**config.mk**
```make
export PLATFORM = sky130hd
export DESIGN_NAME = trial_division_prime_test_core
export DESIGN_NICKNAME = d
export VERILOG_FILES = /design/src/tdpt_pkg.sv /design/src/tdpt_seq.sv /design/src/tdpt_datapath.sv /design/src/trial_division_prime_test_core.sv
export SDC_FILE = /design/constraint.sdc
export NUM_CORES = 1
export LEC_CHECK = 0
export ABC_AREA = 1
export BUFFER_PORTS_ARGS = -buffer_cell sky130_fd_sc_hd__buf_2
export CORE_MARGIN = 5
export CORE_UTILIZATION = 40
export DETAILED_ROUTE_END_ITERATION = 12
export PLACE_DENSITY_LB_ADDON = 0.05
export SETUP_SLACK_MARGIN = 0.05
export SLEW_MARGIN = 30
export SYNTH_ARGS = -nofsm -noshare
export SYNTH_HDL_FRONTEND = slang
export SYNTH_SLANG_ARGS = --single-unit
```
**constraint.sdc**
```tcl
create_clock -name clk -period 8.9 [get_ports clk]
set_input_delay 0.89 -clock clk [delete_from_list [all_inputs] [get_ports clk]]
set_output_delay 0.89 -clock clk [all_outputs]
set_load 0.01 [all_outputs]
```
**src/tdpt_pkg.sv**
```systemverilog
// ----------------------------------------------------------------------------
// tdpt_pkg
// shared types and microcode codes for the trial division prime tester
// ----------------------------------------------------------------------------
package tdpt_pkg;

	// program counter of the sequencer
	localparam int PC_W = 4;
	typedef logic [PC_W-1:0] pc_t;

	// step addresses of the microprogram
	localparam pc_t STEP_WAIT     = 4'd0;
	localparam pc_t STEP_CHECK    = 4'd1;
	localparam pc_t STEP_DIV_INIT = 4'd2;
	localparam pc_t STEP_DIV_STEP = 4'd3;
	localparam pc_t STEP_BOUND    = 4'd4;
	localparam pc_t STEP_REM      = 4'd5;
	localparam pc_t STEP_NEXT_D   = 4'd6;
	localparam pc_t STEP_TRUE     = 4'd7;
	localparam pc_t STEP_FALSE    = 4'd8;
	localparam pc_t STEP_EMIT     = 4'd9;

	// datapath action of one step
	typedef enum logic [2:0] {
		ACT_NONE,
		ACT_LOAD,
		ACT_DIV_INIT,
		ACT_DIV_STEP,
		ACT_INC_D,
		ACT_RES_TRUE,
		ACT_RES_FALSE,
		ACT_EMIT
	} act_t;

	// jump condition of one step
	typedef enum logic [2:0] {
		COND_NEVER,
		COND_ALWAYS,
		COND_NO_INPUT,
		COND_LESS_TWO,
		COND_DIV_BUSY,
		COND_PAST_BOUND,
		COND_REM_ZERO,
		COND_OUT_BUSY
	} cond_t;

	// one control word of the program table
	typedef struct packed {
		act_t  act;
		cond_t cond;
		pc_t   target;
	} ctrl_word_t;

	// status flags seen by the sequencer
	typedef struct packed {
		logic no_input;
		logic less_two;
		logic div_busy;
		logic past_bound;
		logic rem_zero;
		logic out_busy;
	} status_t;

endpackage

```
**src/tdpt_seq.sv**
```systemverilog
// ----------------------------------------------------------------------------
// tdpt_seq
// microprogram sequencer: step counter, program table and conditional jumps
// ----------------------------------------------------------------------------
module tdpt_seq (
	input  logic             clk,
	input  logic             arst_n,
	input  tdpt_pkg::status_t status,
	output tdpt_pkg::act_t   act,
	output tdpt_pkg::pc_t    pc
);
	import tdpt_pkg::*;

	pc_t        pc_q;
	ctrl_word_t cw;
	logic       take;

	// program table
	function automatic ctrl_word_t program_word(input pc_t addr);
		ctrl_word_t w;
		unique case (addr)
			STEP_WAIT:     w = '{ACT_LOAD,      COND_NO_INPUT,   STEP_WAIT};
			STEP_CHECK:    w = '{ACT_NONE,      COND_LESS_TWO,   STEP_FALSE};
			STEP_DIV_INIT: w = '{ACT_DIV_INIT,  COND_NEVER,      STEP_WAIT};
			STEP_DIV_STEP: w = '{ACT_DIV_STEP,  COND_DIV_BUSY,   STEP_DIV_STEP};
			STEP_BOUND:    w = '{ACT_NONE,      COND_PAST_BOUND, STEP_TRUE};
			STEP_REM:      w = '{ACT_NONE,      COND_REM_ZERO,   STEP_FALSE};
			STEP_NEXT_D:   w = '{ACT_INC_D,     COND_ALWAYS,     STEP_DIV_INIT};
			STEP_TRUE:     w = '{ACT_RES_TRUE,  COND_ALWAYS,     STEP_EMIT};
			STEP_FALSE:    w = '{ACT_RES_FALSE, COND_NEVER,      STEP_WAIT};
			STEP_EMIT:     w = '{ACT_EMIT,      COND_OUT_BUSY,   STEP_EMIT};
			default:       w = '{ACT_NONE,      COND_ALWAYS,     STEP_WAIT};
		endcase
		return w;
	endfunction

	assign cw = program_word(pc_q);

	// jump condition select
	always_comb begin
		unique case (cw.cond)
			COND_NEVER:      take = 1'b0;
			COND_ALWAYS:     take = 1'b1;
			COND_NO_INPUT:   take = status.no_input;
			COND_LESS_TWO:   take = status.less_two;
			COND_DIV_BUSY:   take = status.div_busy;
			COND_PAST_BOUND: take = status.past_bound;
			COND_REM_ZERO:   take = status.rem_zero;
			COND_OUT_BUSY:   take = status.out_busy;
			default:         take = 1'b0;
		endcase
	end

	// step counter
	always_ff @(posedge clk or negedge arst_n) begin
		if (!arst_n) begin
			pc_q <= STEP_WAIT;
		end else if (take) begin
			pc_q <= cw.target;
		end else begin
			pc_q <= pc_t'(pc_q + 1'b1);
		end
	end

	assign act = cw.act;
	assign pc  = pc_q;

endmodule

```
**src/tdpt_datapath.sv**
```systemverilog
// ----------------------------------------------------------------------------
// tdpt_datapath
// candidate and divisor registers with a restoring divider, one bit a step
// ----------------------------------------------------------------------------
module tdpt_datapath #(
	parameter int W = 32
) (
	input  logic         clk,
	input  logic         arst_n,
	input  tdpt_pkg::act_t act,
	input  logic [W-1:0] cand,
	output logic         less_two,
	output logic         div_busy,
	output logic         past_bound,
	output logic         rem_zero,
	output logic         res
);
	import tdpt_pkg::*;

	localparam int CNT_W = (W > 1) ? $clog2(W) : 1;
	localparam logic [CNT_W-1:0] CNT_LAST = CNT_W'(W - 1);

	logic [W-1:0]     n_q;
	logic [W-1:0]     d_q;
	logic [W-1:0]     rem_q;
	logic [W-1:0]     quo_q;
	logic [CNT_W-1:0] cnt_q;
	logic             res_q;

	logic [W:0]       trial;
	logic [W:0]       diff;
	logic             fits;

	// one restoring division step
	assign trial = {rem_q, quo_q[W-1]};
	assign diff  = trial - {1'b0, d_q};
	assign fits  = ~diff[W];

	// status towards the sequencer
	assign less_two   = n_q[W-1] | (n_q[W-1:1] == '0);
	assign div_busy   = (cnt_q != CNT_LAST);
	assign past_bound = (d_q > quo_q);
	assign rem_zero   = (rem_q == '0);
	assign res        = res_q;

	// result flag, the only register here with a reset
	always_ff @(posedge clk or negedge arst_n) begin
		if (!arst_n) begin
			res_q <= 1'b0;
		end else if (act == ACT_RES_TRUE) begin
			res_q <= 1'b1;
		end else if (act == ACT_RES_FALSE) begin
			res_q <= 1'b0;
		end
	end

	// payload registers
	always_ff @(posedge clk) begin
		case (act)
			ACT_LOAD: begin
				n_q <= cand;
				d_q <= W'(2);
			end
			ACT_DIV_INIT: begin
				rem_q <= '0;
				quo_q <= n_q;
				cnt_q <= '0;
			end
			ACT_DIV_STEP: begin
				rem_q <= fits ? diff[W-1:0] : trial[W-1:0];
				quo_q <= {quo_q[W-2:0], fits};
				cnt_q <= CNT_W'(cnt_q + 1'b1);
			end
			ACT_INC_D: begin
				d_q <= W'(d_q + 1'b1);
			end
			default: begin
			end
		endcase
	end

endmodule

```
**src/trial_division_prime_test_core.sv**
```systemverilog
// ----------------------------------------------------------------------------
// trial_division_prime_test_core
// primality test of one signed word by trial division under microcode
// ----------------------------------------------------------------------------
// use:
//   input channel cand_valid / cand_stall carries one candidate word, taken as
//   a VALUE_WIDTH-bit two's complement value. output channel res_valid /
//   res_stall returns one is_prime word for each candidate, in order.
//   a word moves on a rising edge with valid high and stall low.
// sequence:
//   negative, zero or one: the check step goes straight to the false result
//   and the emit step. otherwise each divisor tried takes one setup step,
//   VALUE_WIDTH restoring divider steps, a bound test, a remainder test and
//   an increment, and divisors run from 2 up to about sqrt(candidate), so a
//   large prime at 32 bits tries about 46341 divisors.
// throughput:
//   one candidate at a time; the shared divider loop sets the rate.
//   cand_stall is low only while the sequencer waits for a new word.
// reset:
//   arst_n clears the step counter and the output valid at once.
// stall:
//   a result held by res_stall stays in the output register; the next
//   candidate is accepted and worked on meanwhile, and waits at the end
//   until the output register is free.
// ----------------------------------------------------------------------------
module trial_division_prime_test_core #(
	parameter int VALUE_WIDTH = 32
) (
	input  logic                          clk,
	input  logic                          arst_n,
	input  logic                          cand_valid,
	output logic                          cand_stall,
	input  logic signed [VALUE_WIDTH-1:0] candidate,
	output logic                          res_valid,
	input  logic                          res_stall,
	output logic                          is_prime
);
	import tdpt_pkg::*;

	status_t status;
	act_t    act;
	pc_t     pc;
	logic    less_two;
	logic    div_busy;
	logic    past_bound;
	logic    rem_zero;
	logic    res;
	logic    res_valid_q;
	logic    is_prime_q;
	logic    out_busy;

	// output register occupancy
	assign out_busy = res_valid_q & res_stall;

	// status gathered for the sequencer
	assign status = '{
		no_input:   ~cand_valid,
		less_two:   less_two,
		div_busy:   div_busy,
		past_bound: past_bound,
		rem_zero:   rem_zero,
		out_busy:   out_busy
	};

	tdpt_seq u_seq (
		.clk    (clk),
		.arst_n (arst_n),
		.status (status),
		.act    (act),
		.pc     (pc)
	);

	tdpt_datapath #(
		.W (VALUE_WIDTH)
	) u_datapath (
		.clk        (clk),
		.arst_n     (arst_n),
		.act        (act),
		.cand       (candidate),
		.less_two   (less_two),
		.div_busy   (div_busy),
		.past_bound (past_bound),
		.rem_zero   (rem_zero),
		.res        (res)
	);

	// input handshake: open only in the wait step
	assign cand_stall = (pc != STEP_WAIT);

	// output register
	always_ff @(posedge clk or negedge arst_n) begin
		if (!arst_n) begin
			res_valid_q <= 1'b0;
		end else if (act == ACT_EMIT && !out_busy) begin
			res_valid_q <= 1'b1;
		end else if (!res_stall) begin
			res_valid_q <= 1'b0;
		end
	end

	always_ff @(posedge clk) begin
		if (act == ACT_EMIT && !out_busy) begin
			is_prime_q <= res;
		end
	end

	assign res_valid = res_valid_q;
	assign is_prime  = is_prime_q;

endmodule

```
==> out/results.tsv, run 1 <==
metric	value	unit
htreeDepth	4	
synth_area_leader_cell	edfxtp_1	
start_util	40.6	%
cts_setup_buffers	0	
slew-limit-headroom	37.9	%
placed_area	10700	sq um
critPathRequiredTime	9.05	ns
fmax	288	MHz
setup_violations	0	
critPathLaunchType	flop	
grt_pass1_vias	8307	
root_buffer	clkbuf_16	
period_needed	3.47	ns
track_usage	18.9	%
globalRouteOverflowTotal	0	
grt_pass1_wl	43200	um
worst_pin_slew	0.931	ns
grt_max_degree	71	
drive_gt1_share	8.99	%
synth_nets	1489	
io_pins	39	
finalCritPeriodShare	39.0	%
vias	8621	
cts_tree	done	
die-area	28900	sq um
die_h	170	um
hp-class	in2async	
clock_path_buffers	2	
viasPerCell	4.88	
cpPeakStageDelay	0.72	ns
worstSkewPairLatency	0.41	ns
worstPathMaxFanout	70	
rsz0062_at_grt	false	
async_flop_share	4.29	%
wl_per_cell	14.9	um
critPathKind	reg2reg	
ctsHoldBuffers	0	
ff2ff_setup_slack	5.43	ns
antenna_found_initial	0	
synth_edf_count	134	
postSynthCellCount	1381	
final.setup.tns	0	ns
reg2reg_depth	10	
synthFlopType	edfxtp_1	
cts_buffers	17	
outcome	finished, final reports clean	
clk_pin_slew	0.07	ns
arrival	3.62	ns
route.detailed.drc	0	
r2r-end	u_datapath.quo_q[6]	
ys_top_cells_by_count	420 x nand2_1, 208 x inv_1, 197 x nor2_1	
startpoint	u_seq.pc[2]	
nets	1531	
dr.pass1.iters	5	
diodes	0	
maxCapViolCount	0	
portBuffers	38	
slew_viol_final	0	
path_cells	inv_4 -> nand2_1 -> nor2_4 -> buf_6 -> inv_1 -> nor2_2 -> buf_4 -> clkinv_2 -> nand2_1 -> o21ai_1	
skew	0.0190	ns
gp_congestion	0.885	
synth_cell_types	43	
syn_area_per_cell	7.41	sq um
cts.sinks	140	
synth_seq_cells	140	
synth_seq_area_share	40.8	%
drtIter0Drc	455	
postRouteAntennaNets	0	
worstReg2RegStart	u_seq.pc[2]	
area_delta_synth_final	11.2	%
dp_hpwl	20800	um
fp-row-count	58	
core_area	25200	sq um
die_x	170	um
cp-end-kind	flop	
hold_viol_final	0	
synth_area	10200	sq um
ys_warn_count	0	
post_cts_resized	0	
yosysTopAreaCellShare	39.3	%
stdcell_area	11400	sq um
synth_area_leaders	edfxtp_1 39%, nand2_1 15%, ha_1 8.7%	
crit_end	u_datapath.quo_q[6]	
synth.most_common_cell	nand2_1	
worst_path_most_repeated_cell	nand2_1	
routed_wl	26300	um
slowest_stage	clkinv_2	
## metal layers
layer | track usage [%] | up-vias | share of wire (%)
li1 | - | 4530 | -
met1 | 27.6 | 3924 | 50
met2 | 30.4 | 151 | 45
met3 | 1.79 | 16 | 3.5
met4 | 4.97 | 0 | 1.2
met5 | 0 | - | 0
## kinds of logic after synthesis
family	after synthesis	share of synthesized area (%)
XOR/XNOR	20	1.71
AND/OR/NAND/NOR	776	32.0
AO/OA/AOI/OAI	136	7.27
buffers and inverters	237	9.35
flip-flops	140	40.8
adder cells (fa/ha/maj)	72	8.88
## worst min-delay path by stage
stage	start	endpoint	slack, ns	depth (start not counted)
floorplan	u_datapath.res	is_prime	0.44	0
global placement	u_datapath.res	is_prime	0.47	0
detailed placement	u_datapath.res	is_prime	0.45	0
CTS	arst_n	res_valid	0.28	1
global route	arst_n	res_valid	0.29	1
finish	arst_n	res_valid	0.30	1
## final cells by class
cell class | instances | area [sq um]
flip-flops and latches | 140 | 4170
clock inverters | 14 | 208
multi-input cells | 1004 | 5120
clock buffers | 17 | 425
fillers | 2593 | 13800
repair buffers | 42 | 224
well taps | 330 | 413
inverters | 218 | 822
## registers in the layout, summed over array words and instances, names as in the netlist
| signal | cells |
|---|---|
| u_datapath.rem_q | 32 |
| u_datapath.quo_q | 32 |
| u_datapath.res | 1 |
| res_valid | 1 |
| is_prime | 1 |
| u_seq.pc | 4 |
| u_datapath.d_q | 32 |
| u_datapath.n_q | 32 |
| u_datapath.cnt_q | 5 |
## metrics by stage
step                setup WS (ns)  util, %  cells  hold WS (ns)
global placement             5.58     42.7   1734         0.473
global route                 4.97     45.2   1765         0.286
detailed placement           5.45     42.7   1734         0.453
CTS                          5.46     45.2   1765         0.282
floorplan                    3.20        -   1381         0.442
finish                       5.43     45.2   1765         0.299
## critical path, delay by kind of cell (launching register included)
kind | cells | cell delay, ns
AO/OA/AOI/OAI | 1 | 0.09
buffers and inverters | 5 | 1.96
flip-flops | 1 | 0.50
AND/OR/NAND/NOR | 4 | 0.60
## cell usage in the layout, fill, tap and decap left out, types with 23 or more instances in the layout
master and count:
nor2_1 195, nand2_1 420, a21oi_1 58, nor3_1 24
buf_2 38, nand3_1 63, ha_1 71, o21ai_1 23
o21ai_0 34, inv_1 208, edfxtp_1 134
Power of run 1 is not shown: default switching activity piles up to over one toggle a cycle in this logic, so the estimate is an artifact.
==> run 2: changes to the inputs <==
- ABC_AREA: 1 -> 0
- clock period: 8.9 -> 2.9 ns (I/O delays scaled with it)
==> run 2 against run 1 <==
The run now ends with setup timing left. Maximum frequency is 12% higher. Register-to-register slack worse by 5.6 ns. Die area fell by 13%. First-iteration DRC count shrank 18%. Via count shrank 17%. Global-route usage shrank 0.29 points. Worst hold slack worse by 0.26 ns. Sequential share of layout area barely moved. Critical path depth increased by 4. Count of clock-buffer cells in the layout is 1 higher. Synthesized area down 14%.
==> out/results.tsv, run 2 <==
metric	value	unit	change
period_needed	3.09	ns	was 3.47 ns
cts_buffers	17		unchanged
synth_area_leader_cell	edfxtp_1		unchanged
clk_pin_slew	0.07	ns	about the same
routed_wl	22800	um	was 26300 um
ys_warn_count	0		unchanged
place_worst_setup_slack	-0.169	ns	was 5.45 ns
drtIter0Drc	373		was 455
hold_depth	1		
antenna_found_initial	0		unchanged
path_cells	inv_2 -> ha_4 -> fa_2 -> nand2b_4 -> a21oi_2 -> o21ai_2 -> o211ai_2 -> a2111o_1 -> a32o_2 -> a21oi_4 -> buf_6 -> clkbuf_16 -> mux2i_2 -> nor2_1		was inv_4 -> nand2_1 -> nor2_4 -> buf_6 -> inv_1 -> nor2_2 -> buf_4 -> clkinv_2 -> nand2_1 -> o21ai_1
worst_pin_slew	1.19	ns	was 0.931 ns
root_buffer	clkbuf_16		unchanged
power	16.2	mW	
clock_path_buffers	2		unchanged
viasPerCell	5.26		was 4.88
fmax	323	MHz	was 288 MHz
io_pins	39		unchanged
synth_edf_count	134		unchanged
worstPathMaxFanout	5		was 70
intPower	9.36	mW	
nets	1174		was 1531
p_seq_share	25.3	%	
maxCapViolCount	0		unchanged
arrival	3.26	ns	was 3.62 ns
dr.pass1.iters	5		unchanged
final_cell_mix	140 x buf_4, 134 x edfxtp_1, 86 x nor2_1		was 420 x nand2_1, 208 x inv_1, 195 x nor2_1
hold_viol_final	0		unchanged
finalWorstSetupSlack	-0.194	ns	was 5.43 ns
syn_area_per_cell	9.93	sq um	was 7.41 sq um
cpPeakStageDelay	0.47	ns	was 0.72 ns
p_sw	6.85	mW	
slew_viol_final	0		unchanged
grt_pass1_vias	7303		was 8307
synth_cell_types	59		was 43
postSynthCellCount	890		was 1381
p_comb_share	61.2	%	
vdd_drop_max	0.747	mV	
core_area	21800	sq um	was 25200 sq um
finalCritPeriodShare	107	%	was 39.0%
final.fill_count	1966		was 2593
p_leak	4.70	nW	
htreeDepth	4		unchanged
outcome	complete, but fails checks		was finished, final reports clean
fin_util	52.3	%	was 45.2%
start_util	40.6	%	about the same
cp-end-kind	flop		unchanged
area_delta_synth_final	28.7	%	was 11.2%
critPathRequiredTime	3.06	ns	was 9.05 ns
wl_per_cell	16.8	um	was 14.9 um
synth_seq_cells	140		unchanged
diodes	0		unchanged
reg2reg_depth	14		was 10
mostFrequentLayoutCell	buf_4		was nand2_1
synthFlopType	edfxtp_1		unchanged
swShare	42.3	%	
postRouteAntennaNets	0		unchanged
synth.most_common_cell	edfxtp_1		was nand2_1
skew	0.0153	ns	was 0.0190 ns
critPathKind	reg2reg		unchanged
drive_gt1_share	25.9	%	was 8.99%
ys_top_cells_by_count	134 x edfxtp_1, 87 x nor2_1, 83 x nand2_1		was 420 x nand2_1, 208 x inv_1, 197 x nor2_1
route.detailed.drc	0		unchanged
synth_area	8840	sq um	was 10200 sq um
worstSetupPathDepth	14		was 10
cts_tree	done		unchanged
grt_max_degree	96		was 71
synth_area_leaders	edfxtp_1 46%, ha_1 10%, xnor2_1 4.3%		was edfxtp_1 39%, nand2_1 15%, ha_1 8.7%
violations	setup timing		
critPathLaunchType	flop		unchanged
die_x	159	um	was 170 um
synth_seq_area_share	47.2	%	was 40.8%
cts.sinks	140		unchanged
portBuffers	38		unchanged
worstSkewPairLatency	0.42	ns	was 0.41 ns
p_clk_share	13.5	%	
slew-limit-headroom	19.9	%	was 37.9%
slowest_stage	a2111o_1		was clkinv_2
layoutNonFillerInstCount	1359		was 1765
vias	7147		was 8621
dp_cells	1306		was 1734
crit_buf_inv	3		was 5
grt_pass1_wl	36700	um	was 43200 um
die_h	159	um	was 170 um
yosysTopAreaCellShare	45.5	%	was 39.3%
hp-class	in2reg		was in2async
globalRouteOverflowTotal	0		unchanged
gp_congestion	0.885		about the same
track_usage	18.7	%	was 18.9%
fp-row-count	54		was 58
synth_nets	998		was 1489
setup_violations	30		was 0
p_per_area	1430	nW/um^2	
die-area	25200	sq um	was 28900 sq um
critPathTopFamily	compound AO/OA/AOI/OAI gates		was buffers and inverters
dp_hpwl	17000	um	was 20800 um
rsz0062_at_grt	true		was false
async_flop_share	4.29	%	unchanged
-- run 2: cell count changes in the layout (fill, tap and decap cells not counted), sizes merged, moves of 8 or more --
cell	previous run	this run
nand3	66	23
nand2b	0	12
mux2i	0	25
nor4	5	19
o211ai	1	9
buf	42	188
inv	223	83
nor2	208	87
xor2	6	16
nor3	27	14
a211oi	0	10
nand2	438	83
xnor2	14	43
-- run 2: cell type report --
cell class / instances / area, sq um / area share [%]
Inverter: 74 / 283 / 2.49
Tap cell: 280 / 350 / 3.08
Timing Repair Buffer: 190 / 1440 / 12.7
Clock buffer: 18 / 429 / 3.77
Clock inverter: 14 / 149 / 1.31
Sequential cell: 140 / 4170 / 36.7
Multi-Input combinational cell: 643 / 4550 / 40.0
-- run 2: cell families after synthesis --
kind of cell,after synthesis,synth area share [%]
AO/OA/AOI/OAI,194,13.1
XOR/XNOR,59,5.85
adder cells (fa/ha/maj),72,10.3
buffers and inverters,107,5.01
flip-flops,140,47.2
multiplexers,27,3.09
AND/OR/NAND/NOR,291,15.5
-- run 2: metrics by stage --
| step | setup TNS (ns) | hold WS [ns] | area [sq um] |
|---|---|---|---|
| after floorplan | -30.12 | -0.00559 | 8920 |
| after global placement | -1.73 | 0.117 | 10300 |
| after detailed placement | -4.56 | 0.125 | 10300 |
| after CTS | -3.08 | 0.0245 | 11200 |
| after global routing | -7.91 | 0.0136 | 11400 |
| final | -4.07 | 0.0383 | 11400 |
-- run 2: per-layer routing --
metal	track usage [%]	up-vias	part of all wire [%]
met3	3.21	35	3.4
met5	0	-	0
met2	31.0	136	47
met4	6.46	0	2.5
met1	24.7	3385	47
li1	-	3591	-
-- run 2: power by group through the flow --
| stage | Sequential (mW) | Clock [mW] | Combinational [mW] |
|---|---|---|---|
| 2_1_floorplan | 4.01 | 0 | 5.75 |
| 6_report | 4.10 | 2.18 | 9.93 |
| 3_3_place_gp | 4.10 | 0 | 8.72 |
| 4_1_cts | 4.10 | 2.23 | 9.56 |
| 5_1_grt | 4.21 | 2.31 | 11.0 |
| 3_5_place_dp | 4.12 | 0 | 8.87 |
-- run 2: worst paths after layout --
path | from | endpoint | slack (ns)
min in group asynchronous | arst_n | u_datapath.res | 0.22
max in group asynchronous | arst_n | u_seq.pc[1] | 2.53
hold / removal | candidate[7] | u_datapath.n_q[7] | 0.04
setup / recovery | u_datapath.quo_q[31] | u_datapath.rem_q[23] | -0.19
setup reg to reg | u_datapath.quo_q[31] | u_datapath.rem_q[23] | -0.19
hold reg to reg | u_datapath.res | is_prime | 0.49
-- run 2: what timing repair did --
action,4_1_cts,5_1_grt
pin swaps,11,21
resized for setup,30,30
setup buffers,11,7
endpoints found under the setup margin,39,42
endpoints found under the hold margin,6,0
gates cloned,2,1
hold buffers,1,0
Note: power is estimated with default switching activity, not from simulation.
==> run 3: changes to the inputs <==
- ABC_AREA: 0 -> 1
- CTS_BUF_LIST: unset -> sky130_fd_sc_hd__clkbuf_2
==> run 3 against run 2 <==
The run now ends clean. Clock skew rose by 0.050 ns. Highest routed layer unchanged. Largest cell class unchanged. Final area rose by 2.3%. Critical path type unchanged. Critical endpoint is now u_datapath.rem_q[6]. Sequential power rose by 1%.
==> out/results.tsv, run 3 (same netlist as run 1, synthesis figures left out) <==
metric	value	unit	change
outcome	finished, final reports clean		was complete, but fails checks
final_cell_mix	420 x nand2_1, 208 x inv_1, 195 x nor2_1		was 140 x buf_4, 134 x edfxtp_1, 86 x nor2_1
vdd_drop_max	0.605	mV	was 0.747 mV
cts_buffers	17		unchanged
final.setup.tns	0	ns	was -4.07 ns
clock_path_buffers	2		unchanged
dp_hpwl	21500	um	was 17000 um
critPathKind	reg2reg		unchanged
rsz0062_at_grt	true		unchanged
htreeDepth	4		unchanged
cp-end-kind	flop		unchanged
slew_viol_final	0		unchanged
die-area	28900	sq um	was 25200 sq um
portBuffers	38		unchanged
hp-class	in2reg		unchanged
routed_wl	27600	um	was 22800 um
postRouteAntennaNets	0		unchanged
clk_pin_slew	0.26	ns	was 0.07 ns
period_needed	2.68	ns	was 3.09 ns
nets	1597		was 1174
finalWorstSetupSlack	0.221	ns	was -0.194 ns
power	15.0	mW	was 16.2 mW
antenna_found_initial	1		was 0
worstPathMaxFanout	24		was 5
root_buffer	clkbuf_2		was clkbuf_16
grt_pass1_vias	8427		was 7303
maxCapViolCount	0		unchanged
vias	8768		was 7147
worstReg2RegStart	u_datapath.d_q[0]		was u_datapath.quo_q[31]
track_usage	19.5	%	was 18.7%
hold_viol_final	0		unchanged
gp_congestion	0.912		was 0.885
die_h	170	um	was 159 um
wl_per_cell	15.0	um	was 16.8 um
ff2ff_setup_slack	0.22	ns	was -0.19 ns
reg2reg_depth	16		was 14
grt_max_degree	70		was 96
critPathLaunchType	flop		unchanged
arrival	3.17	ns	was 3.26 ns
fp-row-count	58		was 54
min_to	u_seq.pc[2]		was u_datapath.n_q[7]
grt_pass1_wl	44100	um	was 36700 um
fmax	373	MHz	was 323 MHz
core_area	25200	sq um	was 21800 sq um
worst_pin_slew	0.691	ns	was 1.19 ns
cts_tree	done		unchanged
drive_gt1_share	10.7	%	was 25.9%
io_pins	39		unchanged
globalRouteOverflowTotal	0		unchanged
area_delta_synth_final	13.7	%	was 28.7%
setup_violations	0		was 30
hp-start	cand_valid		was candidate[7]
p_leak	5.47	nW	was 4.70 nW
cts.sinks	140		unchanged
hold_depth	8		was 1
die_x	170	um	was 159 um
p_per_area	1290	nW/um^2	was 1430 nW/um^2
place_worst_setup_slack	0.128	ns	was -0.169 ns
mostFrequentLayoutCell	nand2_1		was buf_4
final.fill_count	2602		was 1966
critPathRequiredTime	3.39	ns	was 3.06 ns
seq_area	4170	sq um	unchanged
viasPerCell	4.78		was 5.26
worstSkewPairLatency	0.70	ns	was 0.42 ns
finalCritPeriodShare	92.4	%	was 107%
skew	0.0657	ns	was 0.0153 ns
dr.pass1.iters	6		was 5
slew-limit-headroom	53.9	%	was 19.9%
fin_util	46.2	%	was 52.3%
r2r-end	u_datapath.rem_q[6]		was u_datapath.rem_q[23]
start_util	40.6	%	about the same
route.detailed.drc	0		unchanged
multi_input_area	5150	sq um	was 4550 sq um
drtIter0Drc	480		was 373
-- run 3: changes by cell type in the layout (fill, tap and decap cells not counted), moves of 12 or more --
cell / before / now
buf_4: 140 / 32
o21ai_1: 7 / 23
clkbuf_2: 0 / 17
dlygate4sd3_1: 1 / 35
nor3_1: 11 / 24
mux2i_1: 22 / 0
nand2_1: 81 / 420
nand2_2: 0 / 12
inv_1: 67 / 208
nand3_1: 23 / 63
clkbuf_16: 18 / 0
o21ai_0: 56 / 34
xnor2_1: 43 / 14
nor2_1: 86 / 195
-- run 3: what timing repair did --
item / 4_1_cts / 5_1_grt
resized for setup: 0 / 3
setup endpoints to repair: 0 / 34
buffers inserted: 0 / 6
hold endpoints to repair: 40 / 0
hold buffers: 35 / 0
-- run 3: worst max-delay path by stage --
stage	startpoint	endpoint	slack, ns	cells after the start
6_report	u_datapath.d_q[0]	u_datapath.rem_q[6]	0.22	16
5_1_grt	u_datapath.d_q[0]	u_datapath.rem_q[19]	0.05	16
3_5_place_dp	u_datapath.quo_q[31]	u_datapath.rem_q[19]	0.13	17
4_1_cts	u_datapath.d_q[0]	u_datapath.rem_q[19]	0.06	16
3_3_place_gp	u_datapath.quo_q[31]	u_datapath.rem_q[8]	0.19	16
2_1_floorplan	u_seq.pc[2]	u_datapath.d_q[0]	0.09	7
-- run 3: critical path, cell delays in order (launching register included) --
cell	delay (ns)
edfxtp_1	0.45
ha_1	0.22
fa_1	0.42
inv_1	0.10
nand3_1	0.08
nand2_2	0.13
nand2_2	0.08
nand2_4	0.08
nand2_2	0.06
nand2_4	0.08
nand2_4	0.06
nand2_2	0.08
nand2_2	0.14
nand2_4	0.30
nand2_1	0.10
nand2_1	0.07
nor2_1	0.04
-- run 3: final cells by class --
cell class,instances,area share (%)
Multi-Input combinational cell,1005,44.2
Clock buffer,17,0.731
Tap cell,330,3.55
Timing Repair Buffer,107,6.98
Sequential cell,140,35.9
Inverter,218,7.06
Clock inverter,15,1.52
Antenna cell,2,0.0430
-- run 3: per-stage QoR --
step | hold WS, ns | area, sq um | instances
final | 0.226 | 11600 | 1834
after global routing | 0.167 | 11600 | 1834
after CTS | 0.136 | 11500 | 1825
after detailed placement | 0.122 | 10900 | 1758
after global placement | 0.121 | 10900 | 1758
after floorplan | -0.00559 | 10200 | 1381
-- run 3: routing by layer --
| layer | routed length [um] | global-route usage [%] | vias to the layer above |
|---|---|---|---|
| met1 | 13600 | 27.4 | 3934 |
| met2 | 12400 | 31.9 | 140 |
| li1 | - | - | 4659 |
| met5 | 0 | 0 | - |
| met4 | 759 | 6.25 | 0 |
| met3 | 767 | 1.93 | 35 |
-- run 3: power by group --
part | internal, mW | switching [mW] | total (mW) | leakage, nW
Sequential | 3.57 | 0.594 | 4.16 | 1.35
Combinational | 3.17 | 6.36 | 9.53 | 3.98
Clock | 0.428 | 0.841 | 1.27 | 0.151
